File: src/hdl/ble_pkg.sv
// Shared types and codes of the bounded list engine: opcodes, status codes,
// controller states and the control word broadcast to the row of cells.
// No dependencies.
package ble_pkg;

   localparam int WORD_W = 32;

   typedef enum logic [2:0] {
      OP_APPEND     = 3'd0,
      OP_INSERT     = 3'd1,
      OP_REMOVE_AT  = 3'd2,
      OP_REMOVE_VAL = 3'd3,
      OP_FIND       = 3'd4,
      OP_SHOW       = 3'd5,
      OP_REVERSE    = 3'd6
   } opcode_type;

   typedef enum logic [1:0] {
      ST_OK     = 2'd0,
      ST_FULL   = 2'd1,
      ST_BADPOS = 2'd2,
      ST_NONE   = 2'd3
   } status_type;

   typedef enum logic [3:0] {
      S_IDLE = 4'b0001,
      S_SCAN = 4'b0010,
      S_ROT  = 4'b0100,
      S_DONE = 4'b1000
   } state_type;

   typedef enum logic [1:0] {
      CELL_HOLD      = 2'd0,
      CELL_INSERT    = 2'd1,
      CELL_SHIFT_ENQ = 2'd2,
      CELL_ROT_RIGHT = 2'd3
   } cell_op_type;

   typedef struct packed {
      cell_op_type       op;
      logic              keep;
      logic [WORD_W-1:0] word;
   } cell_ctl_type;

endpackage

File: src/hdl/ble_cell.sv
// One cell of the list row: holds one stored word and takes a new value from
// the broadcast control word or from its left or right neighbor.
// Depends on ble_pkg.
module ble_cell
   import ble_pkg::*;
#(
   parameter int INDEX = 0,
   parameter int CW    = 6
) (
   input  logic              clock,
   input  cell_ctl_type      ctl,
   input  logic [CW-1:0]     idx,
   input  logic [WORD_W-1:0] left_word,
   input  logic [WORD_W-1:0] right_word,
   output logic [WORD_W-1:0] word_q
);

   localparam logic [CW-1:0] MY_INDEX = CW'(INDEX);

   logic [WORD_W-1:0] word_ff;
   logic [WORD_W-1:0] word_in;

   always_comb begin
      word_in = word_ff;
      case (ctl.op)
         CELL_INSERT: begin
            // Cells above the insert point move up by one place.
            if (MY_INDEX == idx) begin
               word_in = ctl.word;
            end else if (MY_INDEX > idx) begin
               word_in = left_word;
            end
         end
         CELL_SHIFT_ENQ: begin
            // The head leaves; a kept word re-enters at the end of the queue.
            if (MY_INDEX < idx) begin
               word_in = right_word;
            end else if (MY_INDEX == idx && ctl.keep) begin
               word_in = ctl.word;
            end
         end
         CELL_ROT_RIGHT: begin
            word_in = left_word;
         end
         default: begin
            word_in = word_ff;
         end
      endcase
   end

   always_ff @(posedge clock) begin
      word_ff <= word_in;
   end

   assign word_q = word_ff;

endmodule

File: src/hdl/bounded_list_engine_core.sv
// Bounded list engine: an ordered list of up to DEPTH signed words kept in a
// row of cells, with a sequencer that drives one command at a time.
// Depends on ble_pkg and ble_cell.
//
// Usage: one command item enters on the req_ channel (valid/ready) and yields
// a run of result items on the rsp_ channel; the last item of a run has
// rsp_last set. Opcode 7 yields no result.
// Append and insert shift the row as the item is taken and register their
// result at once; a new item is taken when the output register is free.
// Remove at, remove value, find and show rotate the first count cells
// through the head of the row, one cell per cycle unless an output stall
// holds the rotation; the next item is taken only once the last result of
// the run has gone to the output register. Reverse show rotates the whole
// row the other way and likewise takes no new item before its last result.
// Rotating results pass through one pending register and one output register;
// when the receiver stalls, the rotation waits in place and nothing is lost.
// Reset empties the list and drops any result held; the stored words
// themselves are not cleared.
module bounded_list_engine_core
   import ble_pkg::*;
#(
   parameter int DEPTH = 32
) (
   input  logic               clock,
   input  logic               reset,
   input  logic               req_valid,
   output logic               req_ready,
   input  logic [2:0]         req_opcode,
   input  logic [5:0]         req_position,
   input  logic signed [31:0] req_operand_value,
   output logic               rsp_valid,
   input  logic               rsp_ready,
   output logic signed [31:0] rsp_result_value,
   output logic [1:0]         rsp_status,
   output logic               rsp_last
);

   localparam int CW = $clog2(DEPTH + 1);
   localparam int IW = $clog2(DEPTH);
   localparam int PW = (CW > 6) ? CW : 6;

   logic [WORD_W-1:0] cell_q [DEPTH];
   cell_ctl_type      ctl;
   logic [CW-1:0]     cell_idx;

   state_type         state_ff, state_in;
   opcode_type        op_ff, op_in;
   logic [5:0]        pos_ff, pos_in;
   logic [WORD_W-1:0] val_ff, val_in;
   logic [CW-1:0]     n_ff, n_in;
   logic [IW-1:0]     step_ff, step_in;
   logic [CW-1:0]     kept_ff, kept_in;
   logic              pend_valid_ff, pend_valid_in;
   logic [WORD_W-1:0] pend_value_ff, pend_value_in;
   logic [WORD_W-1:0] gone_ff, gone_in;
   logic [CW-1:0]     count_ff, count_in;

   logic              rsp_valid_ff, rsp_valid_in;
   logic [WORD_W-1:0] rsp_value_ff;
   status_type        rsp_status_ff;
   logic              rsp_last_ff;

   logic              out_load;
   logic [WORD_W-1:0] out_value;
   status_type        out_status;
   logic              out_last;

   logic              out_free;
   logic [WORD_W-1:0] head;
   logic [WORD_W-1:0] tail;
   logic              keep;
   logic              emit;
   logic [WORD_W-1:0] emit_value;
   logic              full;
   logic [PW-1:0]     req_pos_ext;
   logic [PW-1:0]     count_ext;

   genvar gi;
   generate
      for (gi = 0; gi < DEPTH; gi++) begin : g_cell
         localparam int LEFT  = (gi + DEPTH - 1) % DEPTH;
         localparam int RIGHT = (gi < DEPTH - 1) ? gi + 1 : gi;
         ble_cell #(
            .INDEX (gi),
            .CW    (CW)
         ) u_cell (
            .clock      (clock),
            .ctl        (ctl),
            .idx        (cell_idx),
            .left_word  (cell_q[LEFT]),
            .right_word (cell_q[RIGHT]),
            .word_q     (cell_q[gi])
         );
      end
   endgenerate

   assign head        = cell_q[0];
   assign tail        = cell_q[DEPTH-1];
   assign out_free    = !rsp_valid_ff || rsp_ready;
   assign req_ready   = (state_ff == S_IDLE) && out_free;
   assign full        = (count_ff == CW'(DEPTH));
   assign req_pos_ext = PW'(req_position);
   assign count_ext   = PW'(count_ff);

   always_comb begin
      state_in      = state_ff;
      op_in         = op_ff;
      pos_in        = pos_ff;
      val_in        = val_ff;
      n_in          = n_ff;
      step_in       = step_ff;
      kept_in       = kept_ff;
      pend_valid_in = pend_valid_ff;
      pend_value_in = pend_value_ff;
      gone_in       = gone_ff;
      count_in      = count_ff;
      out_load      = 1'b0;
      out_value     = '0;
      out_status    = ST_OK;
      out_last      = 1'b0;
      ctl.op        = CELL_HOLD;
      ctl.keep      = 1'b0;
      ctl.word      = val_ff;
      cell_idx      = '0;
      keep          = 1'b1;
      emit          = 1'b0;
      emit_value    = '0;

      case (state_ff)
         S_IDLE: begin
            if (req_valid && req_ready) begin
               op_in         = opcode_type'(req_opcode);
               pos_in        = req_position;
               val_in        = req_operand_value;
               n_in          = count_ff;
               step_in       = '0;
               kept_in       = '0;
               pend_valid_in = 1'b0;
               case (opcode_type'(req_opcode))
                  OP_APPEND, OP_INSERT: begin
                     out_load = 1'b1;
                     out_last = 1'b1;
                     if (full) begin
                        out_status = ST_FULL;
                     end else if (opcode_type'(req_opcode) == OP_INSERT &&
                                  req_pos_ext > count_ext) begin
                        out_status = ST_BADPOS;
                     end else begin
                        ctl.op    = CELL_INSERT;
                        ctl.word  = req_operand_value;
                        cell_idx  = (opcode_type'(req_opcode) == OP_APPEND) ?
                                    count_ff : CW'(req_position);
                        count_in  = count_ff + CW'(1);
                        out_value = req_operand_value;
                     end
                  end
                  OP_REMOVE_AT: begin
                     if (req_pos_ext >= count_ext) begin
                        out_load   = 1'b1;
                        out_last   = 1'b1;
                        out_status = ST_BADPOS;
                     end else begin
                        state_in = S_SCAN;
                     end
                  end
                  OP_REMOVE_VAL: begin
                     if (count_ff == '0) begin
                        out_load = 1'b1;
                        out_last = 1'b1;
                     end else begin
                        state_in = S_SCAN;
                     end
                  end
                  OP_FIND, OP_SHOW: begin
                     if (count_ff == '0) begin
                        out_load   = 1'b1;
                        out_last   = 1'b1;
                        out_status = ST_NONE;
                     end else begin
                        state_in = S_SCAN;
                     end
                  end
                  OP_REVERSE: begin
                     if (count_ff == '0) begin
                        out_load   = 1'b1;
                        out_last   = 1'b1;
                        out_status = ST_NONE;
                     end else begin
                        state_in = S_ROT;
                     end
                  end
                  default: begin
                     state_in = S_IDLE;
                  end
               endcase
            end
         end

         S_SCAN: begin
            // The head cell holds the word at original index step_ff.
            case (op_ff)
               OP_REMOVE_AT:  keep = (PW'(step_ff) != PW'(pos_ff));
               OP_REMOVE_VAL: keep = (head != val_ff);
               default:       keep = 1'b1;
            endcase
            case (op_ff)
               OP_FIND: begin
                  emit       = (head == val_ff);
                  emit_value = WORD_W'(step_ff);
               end
               OP_SHOW: begin
                  emit       = 1'b1;
                  emit_value = head;
               end
               default: begin
                  emit = 1'b0;
               end
            endcase
            if (!emit || !pend_valid_ff || out_free) begin
               ctl.op   = CELL_SHIFT_ENQ;
               ctl.keep = keep;
               ctl.word = head;
               // End of the queue: unvisited words, then the words kept so far.
               cell_idx = n_ff - CW'(1) - CW'(step_ff) + kept_ff;
               kept_in  = kept_ff + CW'(keep);
               if (emit) begin
                  if (pend_valid_ff) begin
                     out_load  = 1'b1;
                     out_value = pend_value_ff;
                  end
                  pend_valid_in = 1'b1;
                  pend_value_in = emit_value;
               end
               if (!keep) begin
                  gone_in = head;
               end
               if (CW'(step_ff) == n_ff - CW'(1)) begin
                  state_in = S_DONE;
                  count_in = kept_ff + CW'(keep);
               end else begin
                  step_in = step_ff + IW'(1);
               end
            end
         end

         S_ROT: begin
            // The tail cell holds the word at original index DEPTH-1-step_ff.
            emit       = (CW'(DEPTH - 1) - CW'(step_ff)) < n_ff;
            emit_value = tail;
            if (!emit || !pend_valid_ff || out_free) begin
               ctl.op = CELL_ROT_RIGHT;
               if (emit) begin
                  if (pend_valid_ff) begin
                     out_load  = 1'b1;
                     out_value = pend_value_ff;
                  end
                  pend_valid_in = 1'b1;
                  pend_value_in = emit_value;
               end
               if (step_ff == IW'(DEPTH - 1)) begin
                  state_in = S_DONE;
               end else begin
                  step_in = step_ff + IW'(1);
               end
            end
         end

         S_DONE: begin
            if (out_free) begin
               out_load      = 1'b1;
               out_last      = 1'b1;
               state_in      = S_IDLE;
               pend_valid_in = 1'b0;
               case (op_ff)
                  OP_REMOVE_AT: begin
                     out_value = gone_ff;
                  end
                  OP_REMOVE_VAL: begin
                     out_value = WORD_W'(n_ff - kept_ff);
                  end
                  default: begin
                     if (pend_valid_ff) begin
                        out_value = pend_value_ff;
                     end else begin
                        out_status = ST_NONE;
                     end
                  end
               endcase
            end
         end

         default: begin
            state_in = S_IDLE;
         end
      endcase
   end

   assign rsp_valid_in = out_load || (rsp_valid_ff && !rsp_ready);

   always_ff @(posedge clock) begin
      if (reset) begin
         state_ff      <= S_IDLE;
         count_ff      <= '0;
         pend_valid_ff <= 1'b0;
         rsp_valid_ff  <= 1'b0;
      end else begin
         state_ff      <= state_in;
         count_ff      <= count_in;
         pend_valid_ff <= pend_valid_in;
         rsp_valid_ff  <= rsp_valid_in;
      end
   end

   always_ff @(posedge clock) begin
      op_ff         <= op_in;
      pos_ff        <= pos_in;
      val_ff        <= val_in;
      n_ff          <= n_in;
      step_ff       <= step_in;
      kept_ff       <= kept_in;
      pend_value_ff <= pend_value_in;
      gone_ff       <= gone_in;
      if (out_load) begin
         rsp_value_ff  <= out_value;
         rsp_status_ff <= out_status;
         rsp_last_ff   <= out_last;
      end
   end

   assign rsp_valid        = rsp_valid_ff;
   assign rsp_result_value = rsp_value_ff;
   assign rsp_status       = rsp_status_ff;
   assign rsp_last         = rsp_last_ff;

   // The list never grows beyond its depth.
   a_count_bound: assert property (@(posedge clock) disable iff (reset)
      count_ff <= CW'(DEPTH))
      else $error("element count exceeds depth");

   // No result waits in the pending register once the sequencer is idle.
   a_pend_idle: assert property (@(posedge clock) disable iff (reset)
      state_ff == S_IDLE |-> !pend_valid_ff)
      else $error("pending result left behind in idle");

   // A scan never visits a cell beyond the count it started with.
   a_scan_bound: assert property (@(posedge clock) disable iff (reset)
      state_ff == S_SCAN |-> CW'(step_ff) < n_ff)
      else $error("scan step beyond list length");

   // Find and show leave the list length untouched.
   a_scan_keeps_count: assert property (@(posedge clock) disable iff (reset)
      (state_ff == S_SCAN && (op_ff == OP_FIND || op_ff == OP_SHOW))
      |=> count_ff == $past(count_ff))
      else $error("read-only scan changed the count");

   // A finished run is delivered before a new item is taken.
   a_done_output: assert property (@(posedge clock) disable iff (reset)
      (state_ff == S_DONE && out_free) |=> rsp_valid_ff && rsp_last_ff)
      else $error("final result of run not delivered");

endmodule
File: config.mk
export PLATFORM = sky130hd
export DESIGN_NAME = bounded_list_engine_core
export DESIGN_NICKNAME = d
export VERILOG_FILES = /design/src/hdl/ble_pkg.sv /design/src/hdl/ble_cell.sv /design/src/hdl/bounded_list_engine_core.sv
export SDC_FILE = /design/constraint.sdc
export NUM_CORES = 2
export LEC_CHECK = 0
export BUFFER_PORTS_ARGS = -buffer_cell sky130_fd_sc_hd__clkbuf_2
export CAP_MARGIN = 10
export CORE_MARGIN = 5
export CORE_UTILIZATION = 35
export DETAILED_ROUTE_END_ITERATION = 6
export HOLD_SLACK_MARGIN = 0.15
export PLACE_DENSITY_LB_ADDON = 0.15
export SLEW_MARGIN = 10
export SYNTH_ARGS = -nofsm -noshare
export SYNTH_HDL_FRONTEND = slang
export SYNTH_SLANG_ARGS = --single-unit
File: constraint.sdc
create_clock -name clock -period 9.4 [get_ports clock]
set_input_delay 0.47 -clock clock [delete_from_list [all_inputs] [get_ports clock]]
set_output_delay 0.47 -clock clock [all_outputs]
set_load 0.05 [all_outputs]
---- Word level (Yosys, flattened, before mapping) ----
Cells that the tools add are included.
cells by class
  multiplexer cells ....................... 258
  bitwise logic cells ..................... 1
  equal/unequal tests ..................... 136
  magnitude comparators ................... 67
  reduce and logical (&&, ||, !) cells .... 100
  add/subtract/negate cells ............... 8
operators with widths
  operator            count
  $mux 32             146
  $pmux 32 s3         32
  $pmux 32 s2         4
  $ne 3x1->1 const B  63
  $pmux 32 s4         1
  $reduce_and 3->1    33
  $eq 5x6->1 const A  16
  $gt 5x6->1 const A  16
  $lt 5x6->1 const A  16
  $mux 6              14
  $eq 4x6->1 const A  8
  $gt 4x6->1 const A  8
  $lt 4x6->1 const A  8
  $logic_and 1x1->1   36
  $mux 4              9
  $pmux 6 s2          3
  $mux 35             1
  $eq 32x32->1        1
  $ne 32x32->1        1
  $pmux 4 s4          2
  $ne 2x2->1 const B  13
  $mux 5              5
  $eq 3x6->1 const A  4
  $gt 3x6->1 const A  4
  other kinds (58)    126
storage, ports and cells
  logic and storage cells ................. 617
  output and inout port bits .............. 37
  register bits ........................... 1193
  input port bits ......................... 45

---- Depth between registers and ports, before layout ----
  word-level depth ........................ 13
  gate-level depth with buffers ........... 19
  depth with buffers taken out ............ 15

---- By module ----
A second synthesis with hierarchy kept.
second synthesis, totals
  cells, all modules ...................... 6592
  area, all modules ....................... 75443.6 um^2
by module, submodules not included
  module                         sequential area each (um^2)  cells each  times used  area each (um^2)
  bounded_list_engine_core       4954.8                       824         1           9447.8
  ble_cell at g_cell[30].u_cell  960.9                        352         1           3318.2
  ble_cell at g_cell[18].u_cell  960.9                        319         1           3255.6
  ble_cell at g_cell[1].u_cell   960.9                        253         1           2663.8
  ble_cell at g_cell[2].u_cell   960.9                        255         1           2628.8
  ble_cell at g_cell[7].u_cell   960.9                        264         1           2602.5
  ble_cell at g_cell[31].u_cell  960.9                        229         1           2582.5
  ble_cell at g_cell[15].u_cell  960.9                        262         1           2558.7
  ble_cell at g_cell[3].u_cell   960.9                        181         1           2474.9
  ble_cell at g_cell[23].u_cell  960.9                        223         1           2443.6
  ble_cell at g_cell[16].u_cell  960.9                        236         1           2288.4
  ble_cell at g_cell[19].u_cell  960.9                        227         1           2250.9
  ble_cell at g_cell[11].u_cell  960.9                        226         1           2075.7
  ble_cell at g_cell[0].u_cell   960.9                        193         1           1889.3
  +19 rows                       --                           --          --          --

---- Least setup slack after synthesis ----
Ideal clock, no wire load.
  kind .................................... register -> register
  start point ............................. reg g_cell[0].u_cell.word_ff[25]
  end point ............................... reg pend_value_ff[0] (enable)
  library setup time ...................... 0.600 ns
  arrival time ............................ 6.685 ns
  data required time ...................... 8.800 ns
  stages on the path, launching flop included .. 8
  clock period less this slack ............ 7.285 ns
  path buffers ............................ 1
  slack ................................... 2.115 ns
  cell sequence ........................... edfxtp_1 > buf_2 > xor2_1 > nor4_1 > and4_1 > a21oi_1 > o21a_1 > a2111oi_0
on the way
  cells in the longest elaborated chain, start to end .. 8
  elaborated cells between the ends (all ways) .. 9
  those cells by class .................... eq/ne: 3; mux: 2; reduce/logical: 4
RTL lines
  item                            line                             text
  start, declared                 ble_cell.sv:20                   logic [WORD_W-1:0] word_ff;
  start signal, assigned          ble_cell.sv:52                   word_ff <= word_in;
  $eq 32x32->1 (*)                bounded_list_engine_core.sv:208  emit = (head == val_ff);
  $pmux 1 s2 (*)                  bounded_list_engine_core.sv:206  case (op_ff)
  $mux 1 (*)                      bounded_list_engine_core.sv:129  case (state_ff)
  $logic_not 1->1                 bounded_list_engine_core.sv:219  if (!emit || !pend_valid_ff || out_free) begin
  $logic_or 1x1->1 (2 in series)  bounded_list_engine_core.sv:219
  $ne 2x2->1 (no line)            --
  $reduce_and 5->1 (no line) (*)  --
  end signal, assigned            bounded_list_engine_core.sv:321  pend_value_ff <= pend_value_in;
  end, declared                   bounded_list_engine_core.sv:54   logic [WORD_W-1:0] pend_value_ff, pend_value_in;
Mark *: on every way between the ends. The rest lies on a longest branch, timed or not. The select of a mux whose other input is x is not followed.
A chain may end at the register's enable or synchronous reset.

---- Worst setup path in the final report ----
  start point ............................. reg n_ff[1]
  end point ............................... reg g_cell[13].u_cell.word_ff[0] (enable)
on the way
  cells in the longest elaborated chain, start to end .. 9
  elaborated cells between the ends (all ways) .. 22
  those cells by class .................... add/sub: 3; order compare: 3; eq/ne: 6; mux: 4; reduce/logical: 6
RTL lines
  item                                                 line                             text
  start, declared                                      bounded_list_engine_core.sv:50   logic [CW-1:0] n_ff, n_in;
  start signal, assigned                               bounded_list_engine_core.sv:318  n_ff <= n_in;
  branches (longest 8 deep; another with $sub 6x1->6)  --
  $reduce_and 3->1 (no line) (*)                       --
  end signal, assigned                                 ble_cell.sv:52
  end, declared                                        ble_cell.sv:20
Mark *: on every way between the ends.

==> metrics.txt <==
IO Pins 82; overall routing resource usage between 30% and 40%; post-layout min period 6.778 ns; Yosys reg bits approximately 1.2k; Cells after Synth between 5k and 6k; combinational share of power 40.1%; worst slew pin tran roughly 1.3 ns; drt total wl between 300 and 400 mm; R2R setup slack around 2.6 ns; CTS H-tree depth 4; Vias/cell roughly 6.9; highest-delay cell along the critical path o31a_1; Overflow after GRT 0; wire per inst 39.54 um; crit end category flop; syn nets roughly 5.9k; DIE AREA between 150000 and 200000 um^2; CTS clk-pin slew, worst paths around 0.06 ns; sequential fraction of the synthesis area between 50% and 60%; Seq pwr share between 30 and 40%; EDFF count, synth between 1k and 1.5k; Post-Syn Area ~65000 um^2; Sw Share between 40% and 50%; Synth area leader edfxtp_1; fin util approximately two fifths; Worst-Skew Late Latency about 0.83 ns; period utilization 72.11%; post-detail-place hpwl approximately 210 mm; CP required 9.83 ns; number of DRC markers in iteration 0 around 8.5k; Syn Area/Cell around 11 um^2; DRC errors left 3; port bufs 81; number of global-route vias before repair roughly 54k; die width ~440 um; crit path max fanout 33; first-pass GRT wire length 446.7 mm; failing checks DRC; Pre-antenna DRT Iters 7; total number of vias between 50k and 60k; core footprint about 190000 um^2; CTS tree done; synth unique cells 96; Synth async-reset ratio 0%; Vert. Die Dim roughly 440 um; crit-path cells inv_1, ha_1, xnor2_1, fa_1, inv_1, ha_1, and3_1, nor2_1, xor2_1, a211oi_1, o32a_1, o31a_1, a21boi_2, buf_4, a21oi_1, nor2_4; share of the synthesized area in the top cell type 54.41%; HP Class input pin to flop; kind of critical path flop to flop; Clock Skew 0.05869 ns; Critical R2R Launch n_ff[1]$_DFFE_PP_; clock sinks approximately 1.2k; final net count around 5.8k; setup TNS 0 ns; Sw Pwr between 0.009 and 0.01 W; status complete, but fails checks; initial core utilization between 30% and 40%; share of cells above drive strength 1 between 10 and 15%; LEAKAGE 24.98 nW; Reg-to-Reg End g_cell[13].u_cell.word_q[0]$_DFFE_PP_; Clock Power Share a little under a quarter; Final Hold Viols 0; slowest cell delay on critical path 0.99 ns; crit path launch n_ff[1]$_DFFE_PP_; largest net degree at the start of global routing ~210; maximum VDD drop 0.0002846 V; top post-synthesis cells by area edfxtp_1 (54%), a221o_1 (8.8%), mux2i_1 (3.1%), clkbuf_1 (2.9%), a21oi_1 (2.6%); # setup viols final 0; Longest Clk Path Bufs 3; Layout area overhead 13.69%; initial antenna violation count 10; Critical Path AT roughly 7 ns; Fin Hold WS 0.3934 ns; CTS Buf Count roughly 140; P per Cell Area about 310 nW/um^2; Root Buffer clkbuf_16; max-cap violation count 0; RSZ-0062 raised after global routing no; Rows about 160; post_cts resized 0; FF-to-FF path depth 16; Final GP Congestion 0.9699; Slew headroom roughly an eighth; Post-DRT Antenna Nets 0; CP Capture Point g_cell[13].u_cell.word_q[0]$_DFFE_PP_; startpoint types flop; Fmax ~0.15 GHz; fin. max-slew vios 0; top_reg_cell synth edfxtp_1; Int Pwr about 0.013 W; Ys Warns 0
## layout by cell type (no fill, tap or decap), types with 25 or more instances in the layout
master | synthesis | routed
edfxtp_1 | 1181 | 1181
a221o_1 | 570 | 568
nand2_1 | 442 | 442
nor2_1 | 394 | 377
a21oi_1 | 337 | 314
nand3_1 | 314 | 309
buf_4 | 7 | 257
o21ai_0 | 258 | 255
mux2i_1 | 204 | 204
o221ai_1 | 188 | 188
clkbuf_16 | 0 | 146
a211oi_1 | 154 | 144
o211ai_1 | 128 | 128
a22oi_1 | 121 | 120
o22ai_1 | 92 | 84
clkbuf_2 | 0 | 82
and3_1 | 72 | 72
inv_1 | 68 | 68
a32oi_1 | 58 | 57
clkbuf_1 | 495 | 50
a22o_1 | 45 | 44
dlygate4sd3_1 | 0 | 44
xor2_1 | 41 | 41
o21ai_1 | 45 | 40
nor3_1 | 53 | 39
a221oi_4 | 0 | 38
ha_1 | 29 | 29
clkinv_1 | 0 | 27
a21o_1 | 26 | 25
## layer usage
metal | GRT usage, % | vias up | share of wire (%)
met4 | 21.74 | 6 | 7.9
met3 | 9.330 | 769 | 12
met1 | 42.71 | 29070 | 39
met5 | 0 | - | 0.010
li1 | - | 23340 | -
met2 | 45.93 | 4129 | 42
## state kept, by name (all words and copies together), names as in the netlist, 2 cells and up
register              flops
rsp_result_value         32
g_cell.u_cell.word_q   1024
n_ff                      6
op_ff                     3
val_ff                   32
gone_ff                  32
kept_ff                   6
pend_value_ff            32
state_ff                  4
step_ff                   5
rsp_status                2
count_ext                 6
pos_ff                    6
## power groups by stage
stage	Combinational [W]	Clock, W	Sequential (W)
after floorplan	0.00481	0	0.00797
after global placement	0.00866	0	0.00825
after detailed placement	0.00871	0	0.00825
after CTS	0.00876	0.00547	0.00815
after global routing	0.00935	0.00569	0.00822
final	0.00911	0.00544	0.00820
## layout make-up
cell class | count | area (um^2)
sequential | 1193 | 35710
antenna | 5 | 12.51
clock inverter | 58 | 488.0
timing repair buffer | 389 | 2908
multi-input combinational | 3891 | 27740
clock buffer | 199 | 3882
inverter | 69 | 259.0
fill | 17720 | 111100
tap | 2480 | 3103
## repair_timing
action,in CTS,in global routing
buffers inserted,0,0
endpoints found under the hold margin,55,0
hold buffers,44,0
## critical path: cells and delay by family (launching register included)
kind                     cells  cell delay [ns]
buffers and inverters        3             0.53
XOR/XNOR                     2             0.51
AND/OR/NAND/NOR              3             1.16
adder cells (fa/ha/maj)      3             0.97
flip-flops                   1             0.43
AO/OA/AOI/OAI                5             2.76
## metrics by stage
step	setup WS (ns)	power [W]	cell area (um^2)	cells
after global routing	2.222	0.02327	74090	8279
after CTS	2.780	0.02239	74030	8275
after global placement	2.960	0.01692	69220	7974
after floorplan	2.115	0.01278	65180	5860
final	2.622	0.02276	74100	8284
after detailed placement	2.804	0.01697	69220	7974
## worst min-delay path by stage
stage,cells past startpoint,to,slack [ns],startpoint
floorplan,0,n_ff[5]$_DFFE_PP_,0.41,count_ext[5]$_SDFFE_PP0P_
global placement,2,g_cell[17].u_cell.word_q[2]$_DFFE_PP_,0.54,g_cell[16].u_cell.word_q[2]$_DFFE_PP_
detailed placement,2,g_cell[17].u_cell.word_q[2]$_DFFE_PP_,0.55,g_cell[16].u_cell.word_q[2]$_DFFE_PP_
CTS,2,val_ff[21]$_DFFE_PP_,0.35,req_operand_value[21]
global route,2,val_ff[28]$_DFFE_PP_,0.38,req_operand_value[28]
finish,2,val_ff[28]$_DFFE_PP_,0.39,req_operand_value[28]
## synth_stat cells (58+ instances only)
master and instances:
a211oi_1 154, a21oi_1 337, a221o_1 570, a22oi_1 121, a32oi_1 58, and3_1 72
buf_2 159, clkbuf_1 495, edfxtp_1 1181, inv_1 68, mux2i_1 204, nand2_1 442
nand3_1 314, nor2_1 394, o211ai_1 128, o21ai_0 258, o221ai_1 188, o22ai_1 92
## cell families after synthesis
kind of cell / synth area share [%]
AO/OA/AOI/OAI: 25.86
XOR/XNOR: 0.8408
flip-flops: 54.78
AND/OR/NAND/NOR: 9.712
multiplexers: 3.254
adder cells (fa/ha/maj): 0.7410
buffers and inverters: 4.815
(Power assumes the default switching activity.)
